==> src/channel_overload_trip_monitor_core_defines.svh <==
// ----------------------------------------------------------------------------
// Channel overload trip monitor - assertion macros
// Shared concurrent assertion forms, clocked on clk, quiet during reset.
// ----------------------------------------------------------------------------
`ifndef CHANNEL_OVERLOAD_TRIP_MONITOR_CORE_DEFINES_SVH
`define CHANNEL_OVERLOAD_TRIP_MONITOR_CORE_DEFINES_SVH

// same-cycle implication
`define COTM_ASSERT_NOW(lbl, ante, cons, msg) \
  lbl: assert property (@(posedge clk) disable iff (!rst_n) (ante) |-> (cons)) \
    else $error(msg);

// next-cycle implication
`define COTM_ASSERT_NEXT(lbl, ante, cons, msg) \
  lbl: assert property (@(posedge clk) disable iff (!rst_n) (ante) |=> (cons)) \
    else $error(msg);

`endif

==> src/cotm_pkg.sv <==
// ----------------------------------------------------------------------------
// cotm_pkg
// Types, constants and register map of the channel overload trip monitor.
// ----------------------------------------------------------------------------
package cotm_pkg;

  localparam int CHANNELS_DEF = 5;
  localparam int SAMPLE_W     = 16;
  localparam int SUM_W        = SAMPLE_W + 8;
  localparam int CH_W         = 3;
  localparam int ENA_W        = 5;
  localparam int CAUSE_W      = 4;
  localparam int SHIFT_W      = 3;
  localparam int PADDR_W      = 5;
  localparam int PDATA_W      = 32;
  localparam int IN_TDATA_W   = 40;
  localparam int IN_TUSER_W   = 2;
  localparam int OUT_TDATA_W  = 48;

  localparam logic [SAMPLE_W-1:0] SAMPLE_MAX = '1;

  localparam logic [2:0] REG_FAST_CUR  = 3'd0;
  localparam logic [2:0] REG_AVG_CUR   = 3'd1;
  localparam logic [2:0] REG_FAST_PWR  = 3'd2;
  localparam logic [2:0] REG_AVG_PWR   = 3'd3;
  localparam logic [2:0] REG_SEED_OFS  = 3'd4;
  localparam logic [2:0] REG_WIN_LOG2  = 3'd5;

  localparam logic [15:0] RST_FAST_CUR  = 16'd8000;
  localparam logic [15:0] RST_AVG_CUR   = 16'd6666;
  localparam logic [31:0] RST_FAST_PWR  = 32'd120000000;
  localparam logic [31:0] RST_AVG_PWR   = 32'd100000000;
  localparam logic [15:0] RST_SEED_OFS  = 16'd100;
  localparam logic [2:0]  RST_WIN_LOG2  = 3'd3;

  typedef enum logic [1:0] {
    KIND_SAMPLE  = 2'd0,
    KIND_SEED    = 2'd1,
    KIND_ENABLE  = 2'd2,
    KIND_DISABLE = 2'd3
  } kind_t;

  typedef struct packed {
    logic [15:0]        fast_cur_lim;
    logic [15:0]        avg_cur_lim;
    logic [31:0]        fast_pwr_lim;
    logic [31:0]        avg_pwr_lim;
    logic [15:0]        seed_ofs;
    logic [SHIFT_W-1:0] win_log2;
  } cfg_t;

  typedef struct packed {
    kind_t               kind;
    logic [CH_W-1:0]     ch;
    logic                in_range;
    logic [SAMPLE_W-1:0] volt;
    logic [SAMPLE_W-1:0] cur;
    logic                fast_cur_hit;
    logic                fast_pwr_hit;
  } item_t;

  typedef struct packed {
    logic [SAMPLE_W-1:0] avg_cur;
    logic [SAMPLE_W-1:0] avg_volt;
    logic [CAUSE_W-1:0]  causes;
    logic                tripped;
    logic [ENA_W-1:0]    enables;
    logic [CH_W-1:0]     ch;
  } result_t;

endpackage

==> src/channel_overload_trip_monitor_core.sv <==
// ----------------------------------------------------------------------------
// channel_overload_trip_monitor_core
// Per-channel overcurrent / overpower trip with shift-based running averages.
// ----------------------------------------------------------------------------
// Usage:
//   in_*  : one word per item; tuser = kind (sample, seed, enable, disable),
//           tdata = channel, voltage_mv, current_ma.
//   out_* : one word per item: channel, enable mask, trip flag, trip causes
//           and the channel averages seen before the item.
//   cfg_* : APB registers, written while the block is idle.
// Path: an accepted word is registered in the evaluate stage, then in the
//   output register. Throughput: one word per cycle while out_tready is high.
//   The sums RAM is read in the accept cycle and written back when the item
//   leaves evaluate; a same-channel follower gets it from the forward register.
// Stall: the output register holds its word; the evaluate stage fills
//   behind it and in_tready drops only when both are full.
// Reset: all channels disabled, sums read as zero through entry valid bits,
//   limits back to their defaults. No clearing pass.
// ----------------------------------------------------------------------------
module channel_overload_trip_monitor_core #(
  parameter int CHANNELS = cotm_pkg::CHANNELS_DEF
) (
  input  logic                             clk,
  input  logic                             rst_n,
  input  logic                             in_tvalid,
  output logic                             in_tready,
  input  logic [cotm_pkg::IN_TDATA_W-1:0]  in_tdata,   // channel, voltage_mv, current_ma
  input  logic [cotm_pkg::IN_TUSER_W-1:0]  in_tuser,   // kind
  output logic                             out_tvalid,
  input  logic                             out_tready,
  // out_channel, enables, tripped, trip_causes, avg_voltage, avg_current
  output logic [cotm_pkg::OUT_TDATA_W-1:0] out_tdata,
  input  logic                             cfg_psel,
  input  logic                             cfg_penable,
  input  logic                             cfg_pwrite,
  input  logic [cotm_pkg::PADDR_W-1:0]     cfg_paddr,
  input  logic [cotm_pkg::PDATA_W-1:0]     cfg_pwdata,
  output logic [cotm_pkg::PDATA_W-1:0]     cfg_prdata,
  output logic                             cfg_pready
);
  import cotm_pkg::*;
  `include "channel_overload_trip_monitor_core_defines.svh"

  localparam int ADDR_W = (CHANNELS > 1) ? $clog2(CHANNELS) : 1;
  localparam logic [5:0] CH_LIM = 6'(CHANNELS);

  cfg_t                cfg;
  item_t               in_item, s1_r;
  logic                s1_v_r;
  logic                s1_adv, in_fire;
  logic [2*SUM_W-1:0]  rd_data, wr_data;
  logic                wr_en;
  logic [CHANNELS-1:0] mask_r, mask_nxt;
  result_t             res, out_r;
  logic                out_v_r;
  logic [2*SAMPLE_W-1:0] fast_prod;

  cotm_cfg_regs u_regs (
    .clk     (clk),
    .rst_n   (rst_n),
    .psel    (cfg_psel),
    .penable (cfg_penable),
    .pwrite  (cfg_pwrite),
    .paddr   (cfg_paddr),
    .pwdata  (cfg_pwdata),
    .prdata  (cfg_prdata),
    .pready  (cfg_pready),
    .cfg     (cfg)
  );

  // accept stage: decode, fast checks
  always_comb begin
    in_item.kind     = kind_t'(in_tuser);
    in_item.ch       = in_tdata[CH_W-1:0];
    in_item.volt     = in_tdata[CH_W+SAMPLE_W-1:CH_W];
    in_item.cur      = in_tdata[CH_W+2*SAMPLE_W-1:CH_W+SAMPLE_W];
    in_item.in_range = 6'(in_item.ch) < CH_LIM;
    fast_prod        = in_item.volt * in_item.cur;
    in_item.fast_cur_hit = in_item.cur > cfg.fast_cur_lim;
    in_item.fast_pwr_hit = fast_prod > cfg.fast_pwr_lim;
  end

  assign s1_adv    = !out_v_r || out_tready;
  assign in_tready = !s1_v_r || s1_adv;
  assign in_fire   = in_tvalid && in_tready;

  cotm_sum_ram #(
    .CHANNELS (CHANNELS),
    .ADDR_W   (ADDR_W)
  ) u_ram (
    .clk     (clk),
    .rst_n   (rst_n),
    .rd_en   (in_fire && in_item.in_range),
    .rd_addr (ADDR_W'(in_item.ch)),
    .rd_data (rd_data),
    .wr_en   (wr_en && s1_v_r && s1_adv),
    .wr_addr (ADDR_W'(s1_r.ch)),
    .wr_data (wr_data)
  );

  cotm_eval #(
    .CHANNELS (CHANNELS),
    .ADDR_W   (ADDR_W)
  ) u_eval (
    .item     (s1_r),
    .cfg      (cfg),
    .sums     (rd_data),
    .mask     (mask_r),
    .mask_nxt (mask_nxt),
    .res      (res),
    .wr_en    (wr_en),
    .wr_data  (wr_data)
  );

  always_ff @(posedge clk) begin
    if (in_fire) begin
      s1_r <= in_item;
    end
    if (s1_v_r && s1_adv) begin
      out_r <= res;
    end
  end

  always_ff @(posedge clk) begin
    if (!rst_n) begin
      s1_v_r  <= 1'b0;
      out_v_r <= 1'b0;
      mask_r  <= '0;
    end else begin
      if (in_tready) begin
        s1_v_r <= in_tvalid;
      end
      if (s1_adv) begin
        out_v_r <= s1_v_r;
      end
      if (s1_v_r && s1_adv) begin
        mask_r <= mask_nxt;
      end
    end
  end

  assign out_tvalid = out_v_r;
  assign out_tdata  = {{(OUT_TDATA_W-$bits(result_t)){1'b0}}, out_r};

  `COTM_ASSERT_NOW(a_stall_only_on_full, !in_tready, s1_v_r && out_v_r && !out_tready,
    "input stalled without a full pipeline")
  `COTM_ASSERT_NOW(a_trip_has_cause, out_v_r && out_r.tripped, out_r.causes != '0,
    "trip reported without a cause")
  `COTM_ASSERT_NOW(a_trip_clears_bit, out_v_r && out_r.tripped,
    ((out_r.enables >> out_r.ch) & ENA_W'(1)) == '0,
    "tripped channel still enabled")
  `COTM_ASSERT_NEXT(a_mask_holds_on_stall, s1_v_r && !s1_adv, $stable(mask_r),
    "enable mask changed while evaluate stage stalled")

endmodule

==> src/cotm_cfg_regs.sv <==
// ----------------------------------------------------------------------------
// cotm_cfg_regs
// APB register file holding the trip limits, seed offset and average shift.
// ----------------------------------------------------------------------------
module cotm_cfg_regs (
  input  logic                         clk,
  input  logic                         rst_n,
  input  logic                         psel,
  input  logic                         penable,
  input  logic                         pwrite,
  input  logic [cotm_pkg::PADDR_W-1:0] paddr,
  input  logic [cotm_pkg::PDATA_W-1:0] pwdata,
  output logic [cotm_pkg::PDATA_W-1:0] prdata,
  output logic                         pready,
  output cotm_pkg::cfg_t               cfg
);
  import cotm_pkg::*;

  cfg_t       cfg_r;
  logic [2:0] reg_idx;
  logic       wr_en;

  assign reg_idx = paddr[PADDR_W-1:2];
  assign wr_en   = psel & penable & pwrite & pready;
  assign pready  = 1'b1;
  assign cfg     = cfg_r;

  always_ff @(posedge clk) begin
    if (!rst_n) begin
      cfg_r.fast_cur_lim <= RST_FAST_CUR;
      cfg_r.avg_cur_lim  <= RST_AVG_CUR;
      cfg_r.fast_pwr_lim <= RST_FAST_PWR;
      cfg_r.avg_pwr_lim  <= RST_AVG_PWR;
      cfg_r.seed_ofs     <= RST_SEED_OFS;
      cfg_r.win_log2     <= RST_WIN_LOG2;
    end else if (wr_en) begin
      unique case (reg_idx)
        REG_FAST_CUR:  cfg_r.fast_cur_lim <= pwdata[15:0];
        REG_AVG_CUR:   cfg_r.avg_cur_lim  <= pwdata[15:0];
        REG_FAST_PWR:  cfg_r.fast_pwr_lim <= pwdata;
        REG_AVG_PWR:   cfg_r.avg_pwr_lim  <= pwdata;
        REG_SEED_OFS:  cfg_r.seed_ofs     <= pwdata[15:0];
        REG_WIN_LOG2:  cfg_r.win_log2     <= pwdata[SHIFT_W-1:0];
        default: ;
      endcase
    end
  end

  always_comb begin
    unique case (reg_idx)
      REG_FAST_CUR:  prdata = {16'd0, cfg_r.fast_cur_lim};
      REG_AVG_CUR:   prdata = {16'd0, cfg_r.avg_cur_lim};
      REG_FAST_PWR:  prdata = cfg_r.fast_pwr_lim;
      REG_AVG_PWR:   prdata = cfg_r.avg_pwr_lim;
      REG_SEED_OFS:  prdata = {16'd0, cfg_r.seed_ofs};
      REG_WIN_LOG2:  prdata = {{(PDATA_W-SHIFT_W){1'b0}}, cfg_r.win_log2};
      default:       prdata = '0;
    endcase
  end

endmodule

==> src/cotm_sum_ram.sv <==
// ----------------------------------------------------------------------------
// cotm_sum_ram
// Per-channel running sums: synchronous RAM, entry valid bits, and a
// write-to-read forward for back-to-back items on the same channel.
// ----------------------------------------------------------------------------
module cotm_sum_ram #(
  parameter int CHANNELS = cotm_pkg::CHANNELS_DEF,
  parameter int ADDR_W   = 3
) (
  input  logic                         clk,
  input  logic                         rst_n,
  input  logic                         rd_en,
  input  logic [ADDR_W-1:0]            rd_addr,
  output logic [2*cotm_pkg::SUM_W-1:0] rd_data,
  input  logic                         wr_en,
  input  logic [ADDR_W-1:0]            wr_addr,
  input  logic [2*cotm_pkg::SUM_W-1:0] wr_data
);
  import cotm_pkg::*;

  logic [2*SUM_W-1:0] mem [CHANNELS];
  logic [2*SUM_W-1:0] q_r;
  logic [ADDR_W-1:0]  rd_addr_r;
  logic [CHANNELS-1:0] valid_r;
  logic               fwd_v_r;
  logic [ADDR_W-1:0]  fwd_addr_r;
  logic [2*SUM_W-1:0] fwd_data_r;

  always_ff @(posedge clk) begin
    if (wr_en) begin
      mem[wr_addr] <= wr_data;
    end
    if (rd_en) begin
      q_r <= mem[rd_addr];
    end
    if (wr_en) begin
      fwd_addr_r <= wr_addr;
      fwd_data_r <= wr_data;
    end
  end

  always_ff @(posedge clk) begin
    if (!rst_n) begin
      valid_r   <= '0;
      fwd_v_r   <= 1'b0;
      rd_addr_r <= '0;
    end else begin
      if (wr_en) begin
        valid_r[wr_addr] <= 1'b1;
        fwd_v_r          <= 1'b1;
      end
      if (rd_en) begin
        rd_addr_r <= rd_addr;
      end
    end
  end

  // latest write wins over the registered read
  always_comb begin
    if (fwd_v_r && (fwd_addr_r == rd_addr_r)) begin
      rd_data = fwd_data_r;
    end else if (valid_r[rd_addr_r]) begin
      rd_data = q_r;
    end else begin
      rd_data = '0;
    end
  end

endmodule

==> src/cotm_eval.sv <==
// ----------------------------------------------------------------------------
// cotm_eval
// Second stage: average checks, trip decision, mask update and sum update.
// ----------------------------------------------------------------------------
module cotm_eval #(
  parameter int CHANNELS = cotm_pkg::CHANNELS_DEF,
  parameter int ADDR_W   = 3
) (
  input  cotm_pkg::item_t              item,
  input  cotm_pkg::cfg_t               cfg,
  input  logic [2*cotm_pkg::SUM_W-1:0] sums,
  input  logic [CHANNELS-1:0]          mask,
  output logic [CHANNELS-1:0]          mask_nxt,
  output cotm_pkg::result_t            res,
  output logic                         wr_en,
  output logic [2*cotm_pkg::SUM_W-1:0] wr_data
);
  import cotm_pkg::*;

  localparam int MASK_XW = (CHANNELS > ENA_W) ? CHANNELS : ENA_W;

  logic [SUM_W-1:0]    sv, sc, rv, rc;
  logic [SAMPLE_W-1:0] av, ac, seed_cur;
  logic [2*SAMPLE_W-1:0] avg_prod;
  logic [CAUSE_W-1:0]  causes;
  logic                tripped;
  logic [ADDR_W-1:0]   idx;
  logic [MASK_XW-1:0]  mask_x;

  always_comb begin
    sv       = sums[2*SUM_W-1:SUM_W];
    sc       = sums[SUM_W-1:0];
    rv       = sv >> cfg.win_log2;
    rc       = sc >> cfg.win_log2;
    av       = (rv > SUM_W'(SAMPLE_MAX)) ? SAMPLE_MAX : rv[SAMPLE_W-1:0];
    ac       = (rc > SUM_W'(SAMPLE_MAX)) ? SAMPLE_MAX : rc[SAMPLE_W-1:0];
    avg_prod = av * ac;
    seed_cur = (item.cur > cfg.seed_ofs) ? (item.cur - cfg.seed_ofs) : '0;
    idx      = ADDR_W'(item.ch);
    causes   = '0;
    tripped  = 1'b0;
    mask_nxt = mask;
    wr_en    = 1'b0;
    wr_data  = {sv - rv + SUM_W'(item.volt), sc - rc + SUM_W'(item.cur)};
    if (item.in_range) begin
      unique case (item.kind)
        KIND_SAMPLE: begin
          causes = {avg_prod > cfg.avg_pwr_lim, ac > cfg.avg_cur_lim,
                    item.fast_pwr_hit, item.fast_cur_hit};
          if (causes != '0) begin
            tripped       = mask[idx];
            mask_nxt[idx] = 1'b0;
          end
          wr_en = 1'b1;
        end
        KIND_SEED: begin
          wr_en   = 1'b1;
          wr_data = {SUM_W'(item.volt) << cfg.win_log2,
                     SUM_W'(seed_cur) << cfg.win_log2};
        end
        KIND_ENABLE:  mask_nxt[idx] = 1'b1;
        KIND_DISABLE: mask_nxt[idx] = 1'b0;
      endcase
    end
  end

  assign mask_x = MASK_XW'(mask_nxt);

  always_comb begin
    res.ch       = item.ch;
    res.enables  = mask_x[ENA_W-1:0];
    res.tripped  = tripped;
    res.causes   = causes;
    res.avg_volt = item.in_range ? av : '0;
    res.avg_cur  = item.in_range ? ac : '0;
  end

endmodule
==> config.mk <==
export PLATFORM = sky130hd
export DESIGN_NAME = channel_overload_trip_monitor_core
export DESIGN_NICKNAME = d
export VERILOG_FILES = /design/src/cotm_pkg.sv /design/src/channel_overload_trip_monitor_core.sv /design/src/cotm_cfg_regs.sv /design/src/cotm_sum_ram.sv /design/src/cotm_eval.sv
export VERILOG_INCLUDE_DIRS = /design/src /design/src/src
export SDC_FILE = /design/constraint.sdc
export NUM_CORES = 2
export LEC_CHECK = 0
export CAP_MARGIN = 10
export CORE_UTILIZATION = 45
export CTS_CLUSTER_SIZE = 28
export DETAILED_ROUTE_END_ITERATION = 7
export DONT_BUFFER_PORTS = 1
export PLACE_DENSITY_LB_ADDON = 0.3
export SLEW_MARGIN = 30
export SYNTH_ARGS = -nofsm -noshare
export SYNTH_HDL_FRONTEND = slang
export SYNTH_SLANG_ARGS = --single-unit
==> constraint.sdc <==
create_clock -name clk -period 21.2 [get_ports clk]
set_input_delay 4.24 -clock clk [delete_from_list [all_inputs] [get_ports clk]]
set_output_delay 4.24 -clock clk [all_outputs]
set_load 0.005 [all_outputs]
# --- Yosys cells after proc, flatten, opt, wreduce, memory -nomap -nowiden ---
# Memories as Yosys holds them, arrays and structs flattened. A register that Yosys moved wholly into a read port is not among the register bits.
# Index checks and enable logic that the tools add are counted.
classes:
  n_addsub: 5
  order_cmp: 11
  n_eq_ne: 9
  n_reduce_logical: 23
  shift: 4
  multipliers: 2
  n_mux: 21
  n_bitwise: 6
ops:
  columns: ["op", "count"]
  rows:
  - ["48-bit two-way mux", 4]
  - ["32-bit case mux with 6 select lines", 1]
  - ["32-bit greater-than comparator", 2]
  - ["16-bit by 16-bit multiplier with 32-bit output", 2]
  - ["24-bit by 16-bit adder with 24-bit output", 2]
  - ["16-bit greater-than comparator", 3]
  - ["24-bit by 16-bit greater-than comparator with 1-bit output (second input constant)", 2]
  - ["16-bit two-way mux", 3]
  - ["16-bit by 3-bit left shift with 24-bit output", 2]
  - ["24-bit by 3-bit >> shifter with 24-bit output", 2]
  - ["24-bit subtractor", 2]
  - ["16-bit subtractor", 1]
  - ["5-bit case mux with 3 select lines", 1]
  - ["2-bit AND reduction", 7]
  - ["5-bit two-way mux", 2]
  - ["5-bit OR", 2]
  - ["3-bit by 4-bit < comparator with 1-bit output (second input constant)", 2]
  - ["1-bit logical AND", 7]
  - ["1-bit two-way mux", 7]
  - ["1-bit binary-select mux with 3-bit select", 2]
  - ["3-bit by 2-bit equality test with 1-bit output (second input constant)", 2]
  - ["3-bit equality test (second input constant)", 2]
  - ["5-bit AND", 1]
  - ["5-bit inverter", 1]
  - ["15 further kinds", 19]
word_totals:
  memories: 1
  mem_bits_rw: 240
  in_bits: 86
  out_inout_bits: 83
  elab_cells: 109
  register_bits: 267
mem_list:
  columns: ["memory", "depth", "width", "rd", "rd_ports_with_merged_regs", "wr", "line", "rtl"]
  rows:
  - ["u_ram.mem", 5, 48, 1, 1, 1, "cotm_sum_ram.sv:21", "logic [2*SUM_W-1:0] mem [CHANNELS];"]

# --- Longest topological paths before layout ---
logic_depth:
  depth_word: 13
  mapped_depth: 50
  depth_no_buf: 45

# --- By module ---
# A second synthesis with hierarchy kept.
hier_totals:
  cells_unflattened: 4913
  area_unflattened_um2: 48650.4
modules_own_cells:
  columns: ["mod", "area_each_um2", "cells_per_inst", "instances", "seq_area_each_um2"]
  rows:
  - ["cotm_eval", 17710.7, 2396, 1, 0.0]
  - ["cotm_sum_ram", 13001.2, 652, 1, 10359.9]
  - ["channel_overload_trip_monitor_core", 12630.9, 1291, 1, 2692.6]
  - ["cotm_cfg_regs", 5307.6, 574, 1, 2302.2]

# --- Least setup slack after synthesis ---
# No wires, ideal clock.
synth_timing:
  kind: "input to register"
  startpoint: "input port in_tdata[20] (netlist name)"
  endpoint: "register s1_r[0] (netlist name) (data pin)"
  path_buffers: 1
  t_required_ns: 20.931
  setup_ns: 0.269
  path_slack_ns: 10.281
  path_stages: 29
  arrival_ns: 10.650
  cell_sequence: "clkbuf_1 -> nand2_1 -> fa_1 -> inv_1 -> fa_1 -> inv_1 -> fa_1 -> inv_1 -> fa_1 -> inv_1 -> fa_1 -> inv_1 -> fa_1 -> ha_1 -> o21a_1 -> o21a_1 -> nor2_1 -> nor3b_1 -> a21oi_1 -> a311oi_1 -> a211oi_1 -> o31ai_1 -> a21oi_1 -> xnor2_1 -> ha_1 -> a21o_1 -> a21o_1 -> a211oi_1 -> a32oi_1"
synth_lines:
  columns: ["element", "line", "rtl"]
  rows:
  - ["from (decl)", "channel_overload_trip_monitor_core.sv:27", "input logic [cotm_pkg::IN_TDATA_W-1:0] in_tdata,"]
  - ["to (signal assigned)", "channel_overload_trip_monitor_core.sv:117", "s1_r <= in_item;"]
  - ["to (decl)", "channel_overload_trip_monitor_core.sv:48", "item_t in_item, s1_r;"]

# --- Worst setup path in the final report ---
layout_timing:
  startpoint: "register u_ram.rd_addr_r[1]"
  endpoint: "register out_r (netlist bit out_tdata[7]) (data pin)"
layout_between:
  elab_chain_cells: 13
  elab_cells_between_ends: 19
  classes_between: "mul (1); order compare (4); eq/ne (1); shift (2); mux (9); reduce/logical (2)"
layout_rtl:
  columns: ["element", "line", "rtl"]
  rows:
  - ["from (decl)", "cotm_sum_ram.sv:23", "logic [ADDR_W-1:0] rd_addr_r;"]
  - ["from (signal assigned)", "cotm_sum_ram.sv:53", "rd_addr_r <= rd_addr;"]
  - ["1-bit binary-select mux with 3-bit select", "cotm_sum_ram.sv:62", "end else if (valid_r[rd_addr_r]) begin"]
  - ["1-bit two-way mux (implied by the code)", "cotm_sum_ram.sv:62", null]
  - ["48-bit two-way mux", "cotm_sum_ram.sv:62", null]
  - ["48-bit two-way mux *", "cotm_sum_ram.sv:60", "if (fwd_v_r && (fwd_addr_r == rd_addr_r)) begin"]
  - ["24-bit by 3-bit >> shifter with 24-bit output, on equally long branches", "cotm_eval.sv:33, cotm_eval.sv:34", null]
  - ["24-bit by 16-bit greater-than comparator with 1-bit output, on equally long branches", "cotm_eval.sv:35, cotm_eval.sv:36", null]
  - ["16-bit two-way mux, on equally long branches", "cotm_eval.sv:35, cotm_eval.sv:36", null]
  - ["16-bit by 16-bit multiplier with 32-bit output", "cotm_eval.sv:37", "avg_prod = av * ac;"]
  - ["32-bit greater-than comparator", "cotm_eval.sv:48", "causes = {avg_prod > cfg.avg_pwr_lim, ac > cfg.avg_cur_lim,"]
  - ["4-bit nonzero test *", "cotm_eval.sv:50", "if (causes != '0) begin"]
  - ["5-bit two-way mux *", "cotm_eval.sv:50", null]
  - ["5-bit case mux with 3 select lines *", "cotm_eval.sv:46", "unique case (item.kind)"]
  - ["5-bit two-way mux *", "cotm_eval.sv:45", "if (item.in_range) begin"]
  - ["net mask_nxt[4]", "channel_overload_trip_monitor_core.sv:53", "logic [CHANNELS-1:0] mask_r, mask_nxt;"]
  - ["to (signal assigned)", "channel_overload_trip_monitor_core.sv:120", "out_r <= res;"]
  - ["to (decl)", "channel_overload_trip_monitor_core.sv:54", "result_t res, out_r;"]
# Mark *: on every way through the listed nets, which the timed path passes. The rest lies on a longest branch. The select of a mux whose other input is x is not followed.
# A chain may end at the register's enable or synchronous reset.

==> metrics.md <==
| Metric | Value |
|---|---|
| Nets | 5523 |
| Clock slew at reported path FFs | 0.06 ns |
| Total Die Area | about 110000 um^2 |
| Layout cell share with drive strength beyond 1 | under 10% |
| Via density | around 5.7 |
| Buf+Inv Stages, Crit Path | 6 |
| Crit path capture | out_tdata[7]$_DFFE_PP_ |
| CTS resizes | 0 |
| Worst r2r src | u_ram.rd_addr_r[1]$_SDFFE_PN0P_ |
| Largest net degree at the start of global routing | about 130 |
| Synth area leader | edfxtp_1 |
| Sequential-to-total area share from yosys stat | about a third |
| Iter 0 DRT Violations | 2800 |
| Clk_lat worst skew | about 0.66 ns |
| DR vias | 34400 |
| Top-area cell type share of the netlist area | 26.8% |
| Final Non-Filler Cells | between 6000 and 7000 |
| Crit path DAT | 14.17 ns |
| Clock sinks | between 500 and 600 |
| RSZ-0062 raised after global routing | no |
| Total wire length | 135 mm |
| Placed insts | between 5000 and 6000 |
| Syn_area_per_cell | 10.0 um^2 |
| GRT overflow | 0 |
| Clk_skew | 0.0247 ns |
| Final worst-path cycle share | 64.5% |
| Crit path largest cell delay | 0.75 ns |
| Crit path launch type | flop |
| Number of global-route vias before repair | 34800 |
| Static Leak | 0.0217 uW |
| Setup_tns | 0 ns |
| Total CTS buffers | 60 |
| Chip Height | 327 um |
| Initial antenna violation count | 7 |
| Hold crit path type | flop to flop |
| Status | finished clean |
| CP max stage cell | o31ai_1 |
| Total Routing Usage GR | 25.3% |
| Setup repair bufs after CTS | 0 |
| Detail Route Antenna Nets | 0 |
| Core area | 104000 um^2 |
| P per Cell Area | 94.9 nW/um^2 |
| First-pass GRT wire length | 208 mm |
| Synth top area cells | edfxtp_1 (27%), fa_1 (18%), ha_1 (10%), inv_1 (5.9%), dfxtp_1 (5.5%) |
| Post-synth EDFFs | 424 |
| Initial Utilization | 45.6% |
| Clk buf depth | 3 |
| Max Cap Viol | 0 |
| IO buf count | 0 |
| Number of remaining DRC errors | 0 |
| TritonCTS clock tree | yes |
| Crit path required time | 21.69 ns |
| Max Freq | 73.1 MHz |
| Hold buffers post-CTS | 0 |
| Fin. max-slew vios | 0 |
| Final Setup Violations | 0 |
| DR pass1 iterations | 5 |
| Crit path kind | flop to flop |
| R2R Path End | out_tdata[7]$_DFFE_PP_ |
| Root Driver | clkbuf_16 |
| H-tree levels | 2 |
| Critical Path Stages | 43 |
| Synth warnings | 0 |
| Critical path capture point type | flop |
| Synth async-reset ratio | 0% |
| Cell row count | 118 |
| Minimum clock period | 13.68 ns |
| Peak supply drop | 0.136 mV |
| CP dominant cell by count | fa_1 |
| Worst-margin pin slew | 0.980 ns |
| Routed length per instance | 22.2 um |
| Hold Vio Cnt, Final | 0 |
| Yosys reg bits | about 560 |
| Worst rel slew slack | 32.9% |
| Post-synthesis cell type count | between 80 and 90 |
| Synthesized area | 47600 um^2 |
| Cells after Synth | roughly 4800 |
| Kind of cell adding the most delay to the critical path | compound AO/OA/AOI/OAI gates |
| CP max FO | 39 |
| GPL Wtd Cong | 0.961 |
| Reg-to-reg slack, setup | 7.52 ns |
| Synth Flop Type | edfxtp_1 |
| Ports | 169 |
| Dpl hpwl | 99.1 mm |
| Crit. Startpoint | u_ram.rd_addr_r[1]$_SDFFE_PN0P_ |
| R2R cell count | 43 |
| Layout area overhead | 6.79% |
| Overall die width | 327 um |
## area by class of cell
class | instances | area, um^2
fillers | 9716 | 53400
multi-input cells | 3230 | 28600
flip-flops and latches | 555 | 15400
inverters | 752 | 2830
well taps | 1380 | 1730
clock buffers | 77 | 1690
clock inverters | 36 | 317
repair buffers | 38 | 305
diodes | 1 | 2.50
## cell families (layout without fill, tap and decap cells)
family	after synthesis	after routing	share of synthesized area [%]
AOI/OAI and AO/OA	778	778	11.0
other	2	5	0.0158
adders and majority gates	800	800	27.7
DFF	555	555	32.3
and+or+nand+nor	1324	1324	12.6
xor gates and xnor gates	109	109	2.01
buffers and inverters	972	903	7.86
muxes	215	215	6.56
## layout by cell type (no fill, tap or decap), types with 31 or more instances in the layout
cell type / n
nor2_1: 257
nor2b_1: 44
mux4_2: 69
and2_1: 139
dfxtp_1: 128
inv_1: 742
o211ai_1: 57
a21boi_0: 82
xor2_1: 32
a211oi_1: 31
edfxtp_1: 424
o21ai_0: 124
a21oi_1: 157
mux2i_1: 83
ha_1: 379
o22ai_1: 35
xnor2_1: 77
nand2_1: 638
mux2_2: 59
nand4_1: 35
nand2b_1: 33
fa_1: 421
nand3_1: 35
o21a_1: 45
a21o_1: 55
clkbuf_16: 62
a22oi_1: 48
buf_4: 37
## stage by stage
| step | hold WS [ns] | total power [uW] | instance area, um^2 | util [%] | setup slack [ns] |
|---|---|---|---|---|---|
| global placement | 0.443 | 3730 | 48700 | 46.8 | 7.64 |
| floorplan | 0.433 | 3110 | 47600 | - | 10.28 |
| finish | 0.461 | 4820 | 50800 | 48.7 | 7.52 |
| detailed placement | 0.451 | 3780 | 48800 | 46.8 | 7.74 |
| CTS | 0.463 | 4850 | 50800 | 48.7 | 7.64 |
| global route | 0.483 | 5230 | 50800 | 48.7 | 6.54 |
## where the power goes
group          total (uW)  internal [uW]  switching, uW
clock network        1060            602            455
registers            1250           1230           19.0
logic                2510           1020           1500
## per-layer routing
metal  track usage [%]  vias up  routed length (um)
li1                  -    15700                   -
met1              33.4    17100               55600
met2              40.4     1344               61700
met3              7.17      237               13200
met4              7.71        2                3960
met5                 0        -                   8
## cells in the mapped netlist, drive strengths merged (60+ instances only)
library cell    n
xnor2          77
mux2i          86
edfxtp        424
clkbuf        167
ha            379
inv           748
o21ai         125
dfxtp         131
a21oi         157
fa            421
mux4           69
mux2           60
nand2         638
and2          140
nor2          274
a21boi         82
## flip-flops by register name, summed over array words and instances (netlist names)
name / flops
s1_r: 40
u_ram.fwd_data_r: 48
s1_v_r: 1
u_ram.rd_addr_r: 3
u_ram.mem: 240
u_ram.q_r: 48
u_regs.cfg: 115
u_ram.valid_r: 5
u_ram.fwd_addr_r: 3
out_tvalid: 1
mask_r: 5
u_ram.fwd_v_r: 1
out_tdata: 45
## worst min-delay path by stage
stage	startpoint	end	cells after the start	slack (ns)
2_1_floorplan	u_ram.valid_r[4]$_SDFFE_PN0P_	u_ram.valid_r[4]$_SDFFE_PN0P_	1	0.43
3_3_place_gp	u_ram.valid_r[4]$_SDFFE_PN0P_	u_ram.valid_r[4]$_SDFFE_PN0P_	1	0.44
3_5_place_dp	u_ram.valid_r[3]$_SDFFE_PN0P_	u_ram.valid_r[3]$_SDFFE_PN0P_	1	0.45
4_1_cts	u_regs.cfg[50]$_SDFFE_PN0P_	u_regs.cfg[50]$_SDFFE_PN0P_	2	0.46
5_1_grt	u_ram.valid_r[0]$_SDFFE_PN0P_	u_ram.valid_r[0]$_SDFFE_PN0P_	1	0.48
6_report	u_ram.valid_r[3]$_SDFFE_PN0P_	u_ram.valid_r[3]$_SDFFE_PN0P_	1	0.46
Power figures use the tool's default switching activity.
